`config.mk`:
```
export PLATFORM = sky130hd
export DESIGN_NAME = fixed_string_match_locator
export DESIGN_NICKNAME = d
export VERILOG_FILES = /design/src/sv/fsml_pkg.sv /design/src/sv/fixed_string_match_locator.sv
export SDC_FILE = /design/constraint.sdc
export NUM_CORES = 1
export LEC_CHECK = 0
export BUFFER_PORTS_ARGS = -buffer_cell sky130_fd_sc_hd__buf_2
export CELL_PAD_IN_SITES_DETAIL_PLACEMENT = 1
export CELL_PAD_IN_SITES_GLOBAL_PLACEMENT = 1
export CORE_AREA = 2 2 154 268
export DETAILED_ROUTE_END_ITERATION = 10
export DIE_AREA = 0 0 156 270
export GPL_ROUTABILITY_DRIVEN = 0
export GPL_TIMING_DRIVEN = 0
export PLACE_DENSITY_LB_ADDON = 0.1
export SKIP_CTS_REPAIR_TIMING = 1
export SKIP_LAST_GASP = 1
export SYNTH_ARGS = -nofsm -noshare
export SYNTH_HDL_FRONTEND = slang
export SYNTH_SLANG_ARGS = --single-unit
```
`constraint.sdc`:
```
create_clock -name clk -period 4.6 [get_ports clk]
set_clock_uncertainty 0.1 [all_clocks]
set_input_delay 0.92 -clock clk [delete_from_list [all_inputs] [get_ports clk]]
set_output_delay 0.92 -clock clk [all_outputs]
set_load 0.02 [all_outputs]
```
`src/sv/fsml_pkg.sv`:
```
// ----------------------------------------------------------------------------
// fsml_pkg: shared definitions for the fixed-string match locator
// Register indexes, result kinds, stream constants and parameter defaults.
// ----------------------------------------------------------------------------
package fsml_pkg;

  // parameter defaults
  localparam int MAX_PATTERN_DEF = 8;
  localparam int COUNT_BITS_DEF  = 32;

  // configuration port
  localparam int CFG_INDEX_BITS = 1;
  localparam int CFG_DATA_BITS  = 64;

  localparam logic [CFG_INDEX_BITS-1:0] CFG_PATTERN_BYTES  = 1'd0;
  localparam logic [CFG_INDEX_BITS-1:0] CFG_PATTERN_LENGTH = 1'd1;

  // register widths and reset values
  localparam int PAT_BYTES_BITS = 64;
  localparam int PAT_LEN_BITS   = 4;
  localparam logic [PAT_LEN_BITS-1:0] PAT_LEN_RESET = 4'd1;

  // result kinds, carried on out_tuser
  localparam logic KIND_MATCH    = 1'b0;
  localparam logic KIND_NO_MATCH = 1'b1;

  // payload
  localparam int BYTE_BITS   = 8;
  localparam int RESULT_BITS = 32;
  localparam logic [BYTE_BITS-1:0] NEWLINE_BYTE = 8'h0A;

endpackage

```
`src/sv/fixed_string_match_locator.sv`:
```
// ----------------------------------------------------------------------------
// fixed_string_match_locator: stream search for a fixed byte string
// Slides a window over the byte stream and reports every (overlapping) hit.
// ----------------------------------------------------------------------------
// One byte enters per cycle (in_tlast marks the end-of-stream transaction,
// whose data is ignored). The window compare, counter updates and result
// formatting sit between the accepted transaction and a single output
// register, so a result is presented on the cycle after its byte. in_tready
// drops only while the output register holds a result that the downstream
// side is not taking. A match result carries the 1-based start offset in
// out_tdata[31:0] and the line number (newlines up to and including the last
// matched byte, plus one) in out_tdata[63:32]; both saturate at 2^32-1. At
// end of stream a no-match result (offset 0, line 1) is sent if the stream
// had no hit, and the stream counters clear. The user must write the pattern
// registers through the cfg port only while the block is idle (unenforced).
module fixed_string_match_locator
  import fsml_pkg::*;
#(
  parameter int MAX_PATTERN = MAX_PATTERN_DEF,
  parameter int COUNT_BITS  = COUNT_BITS_DEF
) (
  input  logic                      clk,
  input  logic                      rst_n,

  input  logic                      in_tvalid,
  output logic                      in_tready,
  input  logic [7:0]                in_tdata,   // [7:0] data_byte
  input  logic                      in_tlast,   // op: end of stream

  output logic                      out_tvalid,
  input  logic                      out_tready,
  output logic [63:0]               out_tdata,  // [31:0] match_offset, [63:32] line_number
  output logic                      out_tuser,  // [0] result_kind

  input  logic                      cfg_valid,
  output logic                      cfg_ready,
  input  logic [CFG_INDEX_BITS-1:0] cfg_index,
  input  logic [CFG_DATA_BITS-1:0]  cfg_data
);

  localparam int WIN_BITS = MAX_PATTERN * BYTE_BITS;
  localparam int IDX_BITS = (MAX_PATTERN > 1) ? $clog2(MAX_PATTERN) : 1;
  localparam int WIDE     = (COUNT_BITS > RESULT_BITS) ? COUNT_BITS : RESULT_BITS;
  localparam logic [COUNT_BITS-1:0]  COUNT_MAX  = {COUNT_BITS{1'b1}};
  localparam logic [WIDE-1:0]        RESULT_MAX = WIDE'({RESULT_BITS{1'b1}});

  // configuration
  logic [PAT_BYTES_BITS-1:0] pat_bytes_r;
  logic [PAT_LEN_BITS-1:0]   pat_len_r;

  // stream state
  logic [WIN_BITS-1:0]   window_r, window_nxt;
  logic [COUNT_BITS-1:0] bytes_seen_r, bytes_seen_nxt;
  logic [COUNT_BITS-1:0] lines_seen_r, lines_seen_nxt;
  logic                  any_match_r, any_match_nxt;

  // output register
  logic                   out_valid_r, out_valid_nxt;
  logic                   out_kind_r, out_kind_nxt;
  logic [RESULT_BITS-1:0] out_offset_r, out_offset_nxt;
  logic [RESULT_BITS-1:0] out_line_r, out_line_nxt;

  logic                    in_accept;
  logic [PAT_LEN_BITS-1:0] len_eff;
  logic [PAT_LEN_BITS-1:0] len_m1;
  logic [MAX_PATTERN-1:0]  hit_by_len;
  logic                    hit;
  logic                    emit;
  logic [COUNT_BITS-1:0]   offset_cnt;
  logic [WIDE-1:0]         offset_wide;
  logic [WIDE-1:0]         line_wide;

  assign cfg_ready  = 1'b1;
  assign in_tready  = !out_valid_r || out_tready;
  assign in_accept  = in_tvalid && in_tready;

  assign out_tvalid = out_valid_r;
  assign out_tuser  = out_kind_r;
  assign out_tdata  = {out_line_r, out_offset_r};

  // clamp the configured length into 1..MAX_PATTERN
  always_comb begin
    if (pat_len_r == '0) begin
      len_eff = PAT_LEN_BITS'(1);
    end else if (pat_len_r > PAT_LEN_BITS'(MAX_PATTERN)) begin
      len_eff = PAT_LEN_BITS'(MAX_PATTERN);
    end else begin
      len_eff = pat_len_r;
    end
    len_m1 = len_eff - PAT_LEN_BITS'(1);
  end

  // shift the new byte in, newest in the low byte
  assign window_nxt = (window_r << BYTE_BITS) | WIN_BITS'(in_tdata);

  // compare the window against the pattern for every candidate length
  always_comb begin
    for (int l = 0; l < MAX_PATTERN; l++) begin
      hit_by_len[l] = 1'b1;
      for (int i = 0; i <= l; i++) begin
        if (pat_bytes_r[i*BYTE_BITS +: BYTE_BITS] != window_nxt[(l-i)*BYTE_BITS +: BYTE_BITS])
        begin
          hit_by_len[l] = 1'b0;
        end
      end
    end
  end

  always_comb begin
    bytes_seen_nxt = (bytes_seen_r == COUNT_MAX) ? COUNT_MAX
                                                 : bytes_seen_r + COUNT_BITS'(1);
    if (in_tdata == NEWLINE_BYTE && lines_seen_r != COUNT_MAX) begin
      lines_seen_nxt = lines_seen_r + COUNT_BITS'(1);
    end else begin
      lines_seen_nxt = lines_seen_r;
    end

    hit = hit_by_len[len_m1[IDX_BITS-1:0]] && (bytes_seen_nxt >= COUNT_BITS'(len_eff));

    offset_cnt  = bytes_seen_nxt - COUNT_BITS'(len_eff) + COUNT_BITS'(1);
    offset_wide = WIDE'(offset_cnt);
    line_wide   = WIDE'(lines_seen_nxt);

    any_match_nxt  = any_match_r;
    emit           = 1'b0;
    out_kind_nxt   = KIND_MATCH;
    out_offset_nxt = (offset_wide > RESULT_MAX) ? {RESULT_BITS{1'b1}}
                                                : offset_wide[RESULT_BITS-1:0];
    out_line_nxt   = (line_wide > RESULT_MAX) ? {RESULT_BITS{1'b1}}
                                              : line_wide[RESULT_BITS-1:0];

    if (in_tlast) begin
      emit           = !any_match_r;
      out_kind_nxt   = KIND_NO_MATCH;
      out_offset_nxt = '0;
      out_line_nxt   = RESULT_BITS'(1);
    end else if (hit) begin
      emit          = 1'b1;
      any_match_nxt = 1'b1;
    end

    // hold the result until taken, load a new one on accept
    if (in_accept) begin
      out_valid_nxt = emit;
    end else if (out_tready) begin
      out_valid_nxt = 1'b0;
    end else begin
      out_valid_nxt = out_valid_r;
    end
  end

  // configuration registers
  always_ff @(posedge clk) begin
    if (!rst_n) begin
      pat_bytes_r <= '0;
      pat_len_r   <= PAT_LEN_RESET;
    end else if (cfg_valid && cfg_ready) begin
      unique case (cfg_index)
        CFG_PATTERN_BYTES:  pat_bytes_r <= cfg_data[PAT_BYTES_BITS-1:0];
        CFG_PATTERN_LENGTH: pat_len_r   <= cfg_data[PAT_LEN_BITS-1:0];
        default: begin
        end
      endcase
    end
  end

  // stream state
  always_ff @(posedge clk) begin
    if (!rst_n) begin
      window_r     <= '0;
      bytes_seen_r <= '0;
      lines_seen_r <= COUNT_BITS'(1);
      any_match_r  <= 1'b0;
    end else if (in_accept) begin
      if (in_tlast) begin
        // clear for the next stream
        window_r     <= '0;
        bytes_seen_r <= '0;
        lines_seen_r <= COUNT_BITS'(1);
        any_match_r  <= 1'b0;
      end else begin
        window_r     <= window_nxt;
        bytes_seen_r <= bytes_seen_nxt;
        lines_seen_r <= lines_seen_nxt;
        any_match_r  <= any_match_nxt;
      end
    end
  end

  // output register
  always_ff @(posedge clk) begin
    if (!rst_n) begin
      out_valid_r <= 1'b0;
    end else begin
      out_valid_r <= out_valid_nxt;
    end
  end

  always_ff @(posedge clk) begin
    if (in_accept && emit) begin
      out_kind_r   <= out_kind_nxt;
      out_offset_r <= out_offset_nxt;
      out_line_r   <= out_line_nxt;
    end
  end

endmodule
```
* Word level (Yosys, flattened, before mapping) *
Cells that the tools add are included.

operators by class
  add/sub/neg operators = 5
  magnitude comparators = 5
  equal/unequal tests = 39
  muxes and demuxes = 54
  bitwise gates (word level) = 2
  reduce and logical (&&, ||, !) cells = 14

operator list
  kind                                                   number
  inequality test 8 bit                                  36
  two-way mux 32 bit                                     6
  adder 32 x 1 -> 32 bit, second input constant          3
  greater-than comparator 32 bit, second input constant  2
  bitwise OR 64 x 8 -> 64 bit                            1
  two-way mux 56 bit                                     1
  two-way mux 1 bit                                      44
  == test 32 bit, second input constant                  1
  >= comparator 32 x 4 -> 1 bit                          1
  inequality test 32 bit, second input constant          1
  subtractor 32 x 4 -> 32 bit                            1
  == test 8 x 4 -> 1 bit, second input constant          1
  two-way mux 4 bit                                      2
  AND reduction 2 bit                                    3
  greater-than comparator 4 bit, second input constant   1
  logical AND 1 bit                                      4
  zero test 4 bit                                        1
  < comparator 3 x 4 -> 1 bit, second input constant     1
  nonzero test 2 bit                                     2
  binary-select mux 1 bit (select 3 bit)                 1
  subtractor 3 x 1 -> 3 bit, second input constant       1
  zero test 1 bit                                        2
  OR reduction 2 bit                                     1
  logical OR 1 bit                                       1
  NOT 1 bit                                              1

word-level totals
  bits in registers = 255
  input bits = 79

* Logic depth before layout (Yosys ltp) *
  depth after elaboration = 16
  gate-level depth with buffers = 22

* Worst setup path before layout *
OpenSTA, ideal clock, no wires.

  path type = register -> register
  start point = register bytes_seen_r[0]
  end point = register out_offset_r[28] (data pin)
  arrival time = 4.625 ns
  slack = -0.386 ns
  cell stages (with the launch flop) = 22
  path buffers = 5
  cell sequence = dfxtp_1 > ha_1 > clkbuf_1 > and4_1 > and3_1 > clkbuf_1 > nand2_2 > or3_1 > buf_2 > buf_2 > buf_2 > nand2_1 > ha_1 > inv_1 > fa_1 > nand3b_1 > a31oi_1 > o31ai_1 > o21ai_0 > o21ai_1 > o22ai_1 > a311o_1

between the ends
  longest elaborated chain between the ends = 6
  elaborated cells on any way between the ends = 7
  those cells by class = 3 x add/sub; 1 x order compare; 1 x eq/ne; 2 x mux

ends and longest elaborated chain
  element                                                          line                                                                  source
  start: declaration                                               fixed_string_match_locator.sv:53                                      logic [COUNT_BITS-1:0] bytes_seen_r, bytes_seen_nxt;
  start signal: assignment                                         fixed_string_match_locator.sv:183                                     bytes_seen_r <= bytes_seen_nxt;
  adder 32 x 1 -> 32 bit / == test 32 bit (equally long branches)  fixed_string_match_locator.sv:111, fixed_string_match_locator.sv:110
  two-way mux 32 bit *                                             fixed_string_match_locator.sv:110                                     bytes_seen_nxt = (bytes_seen_r == COUNT_MAX) ? COUNT_MAX
  subtractor 32 x 4 -> 32 bit *                                    fixed_string_match_locator.sv:120                                     offset_cnt = bytes_seen_nxt - COUNT_BITS'(len_eff) + COUNT_BITS'(1);
  adder 32 x 1 -> 32 bit *                                         fixed_string_match_locator.sv:120
  greater-than comparator 32 bit                                   fixed_string_match_locator.sv:127                                     out_offset_nxt = (offset_wide > RESULT_MAX) ? {RESULT_BITS{1'b1}}
  two-way mux 32 bit *                                             fixed_string_match_locator.sv:127
  end signal: assignment                                           fixed_string_match_locator.sv:202                                     out_offset_r <= out_offset_nxt;
  end: declaration                                                 fixed_string_match_locator.sv:60                                      logic [RESULT_BITS-1:0] out_offset_r, out_offset_nxt;

Every way passes the cells marked *; elsewhere a longest branch is shown, timed or not.
A chain may end at the register's enable or synchronous reset.

* Worst setup path after layout *
  start point = register bytes_seen_r[1]
  end point = register out_offset_r[28] (data pin)

Same word-level chain as after synthesis.

==> flow_summary.toml <==
[logic_synthesis]
synth_compound_area_frac = 0.144
yosysWarnings = 0
synth_xor_area_frac = 0.192
synth_commonest_cells = "284 x nand2_1, 235 x xor2_1, 190 x dfxtp_1"
yosysMostFrequentCell = "nand2_1"
synth-simple-area-share = 0.215
synthArstFlopShare = 0
synth_seq_cells = 255
synthMuxAreaShare = 0.00188
syn_nets = 2115
synth-edff-count = 65
yosysTopAreaCellShare = 0.229
synth.largest_area_cell = "dfxtp_1"
avgSynthCellArea_um2 = 8.39
synth_top_family_by_area = "simple AND/OR/NAND/NOR gates"
synth_cells = 1979
mappedNetlistArea_um2 = 16600
synth_fa_ha_area_frac = 0.0439
yosysSeqAreaShare = 0.347
ys.flop_type = "dfxtp_1"
synthDistinctLibCells = 75
synthTopCellsByArea = "dfxtp_1 23%, xor2_1 12%, edfxtp_1 12%"

[detailed_routing]
post-route-drc-count = 0
vias_per_cell = 5.72
via_count = 15400
drt_iter0_drc = 908
wirelength_um = 65700
antenna_left = 0
wl_per_cell_um = 24.4
firstDrtPassIters = 6

[power_and_ir_drop]
p_per_area_nw_per_um2 = 293
peakVddDrop_v = 0.000294
leakage_uw = 0.00810

[global_route]
overflow = 0
grt_max_degree = 67
grt_pass1_vias = 16000
grt_pass1_wl_um = 95600
antenna_found_initial = 0
grtUsageTotal = 0.301

[floorplan]
start_util = 0.416
fp.dieH_um = 270
die_w_um = 156
ioPinCount = 147
die_area_um2 = 42100
row_count = 97
fp.coreArea_um2 = 39900

[setup_path]
crit_arrival_ps = 4960
worstSetupStartpointType = "flop"
cp_max_fo = 8
cp-end-kind = "flop"
crit_type = "flop to flop"
crit_required_ps = 4810

[flow_run]
drv_cap = 0

[timing]
hold_slack_ps = 361
period_minus_slack_ps = 4750
tightestPinTransition_ps = 1100
slew_violations = 0
setup_viol_count_final = 12
finalCritPeriodShare = 1.03
rsz0062_at_grt = "true"
setup_slack_ps = -148
slew_headroom = 0.261
max_freq_mhz = 211
finalHoldViolCount = 0

[finish]
fill_cells = 4789
area_delta_synth_final_pct = 17.6
drive_gt1_frac = 0.142
final_nets = 2314
diodes = 0

[cts]
cts_buffers = 26
clock_latency_ps = 570
cts_root_buf = "clkbuf_16"
cts.sinks = 255
cts_tree = "built"
path_clk_slew_ps = 70
cts_buffer_depth = 3
htreeDepth = 1

[placed_design]
io_buffers = 137
dp_hpwl_um = 48400
dp_slack_ps = -1220

[worst_hold_path]
min_path_type = "flop to flop"

[outcome]
outcome = "complete, but fails checks"
violations = "setup timing"
-- worst paths after layout --
| path | to | cells after the start | slack (ps) | startpoint |
|---|---|---|---|---|
| min reg2reg | any_match_r | 2 | 360 | any_match_r |
| min | any_match_r | 2 | 360 | any_match_r |
| max | out_offset_r[28] | 22 | -150 | bytes_seen_r[1] |
| max reg2reg | out_offset_r[28] | 22 | -150 | bytes_seen_r[1] |
-- sequential cells by signal, summed over array words and instances (netlist names), 4 cells and up --
register,count
pat_bytes_r,64
window_r,56
bytes_seen_r,32
lines_seen_r,32
out_line_r,32
out_offset_r,32
pat_len_r,4
-- routing by layer --
layer,up-vias,GRT usage,wire length (µm)
met5,-,0,0
met4,0,0.207,5380
met3,235,0.0433,3430
met2,533,0.574,34900
met1,7519,0.291,22000
li1,7129,-,-
-- report_power, final --
| group | total (µW) | internal, µW | leakage (µW) | switching [µW] |
|---|---|---|---|---|
| sequential | 2410 | 2370 | 0.00218 | 36.0 |
| clock | 2400 | 1400 | 0.000455 | 997 |
| combinational | 915 | 321 | 0.00547 | 594 |
| total | 5720 | 4090 | 0.00810 | 1630 |
-- placed cells by master, fill, tap and decap left out, drive strengths merged, types with 53 or more instances in the layout --
cell type	count
a21boi	138
buf	222
clkbuf	165
dfxtp	190
edfxtp	65
ha	55
inv	56
nand2	286
nand3b	59
nand4	53
nor2	104
nor4	60
o21ai	71
xnor2	129
xor2	235
-- kinds of logic (layout without fill, tap and decap cells) --
logic type	count (synthesis)	count (layout)
simple gates	708	708
mux	3	3
flops	255	255
fa+ha+maj	57	57
xor+xnor	364	364
compound gates	355	357
other cells	1	1
buf+inv	236	453
-- final cells by class --
class                           count  area [µm²]  area share
Buffer                            180         778      0.0399
Clock inverter                     12         170     0.00871
Timing Repair Buffer              171         948      0.0486
Sequential cell                   255        5770       0.296
Inverter                           54         203      0.0104
Multi-Input combinational cell   1490       10300       0.526
Clock buffer                       36         772      0.0395
Tap cell                          495         619      0.0317
-- critical path, stage by stage (launching register included) --
cell      delay [ps]
dfxtp_4          370
ha_4             130
buf_6            100
and4_4           250
and3_4           190
buf_6            130
nand2_8           60
or3_4            330
buf_6            140
buf_12           130
buf_12           130
nand2_4           60
ha_4             140
inv_2             40
fa_2             620
nand3b_1         220
a31oi_4          140
o31ai_4          340
o21ai_2          100
o21ai_2          160
buf_6            160
o22ai_4           90
a311o_1          340
-- metrics by stage --
step / area, µm² / power (µW) / instances / TNS, ps / util
CTS: 18900 / 5670 / 2659 / -67760 / 0.473
floorplan: 16600 / 2970 / 1979 / 0 / -
finish: 19500 / 5720 / 2693 / -807 / 0.489
detailed placement: 17900 / 3290 / 2611 / -66280 / 0.449
global route: 19500 / 5910 / 2693 / -3550 / 0.489
global placement: 17900 / 3270 / 2611 / -83160 / 0.449
Note: power is estimated with default switching activity, not from simulation.
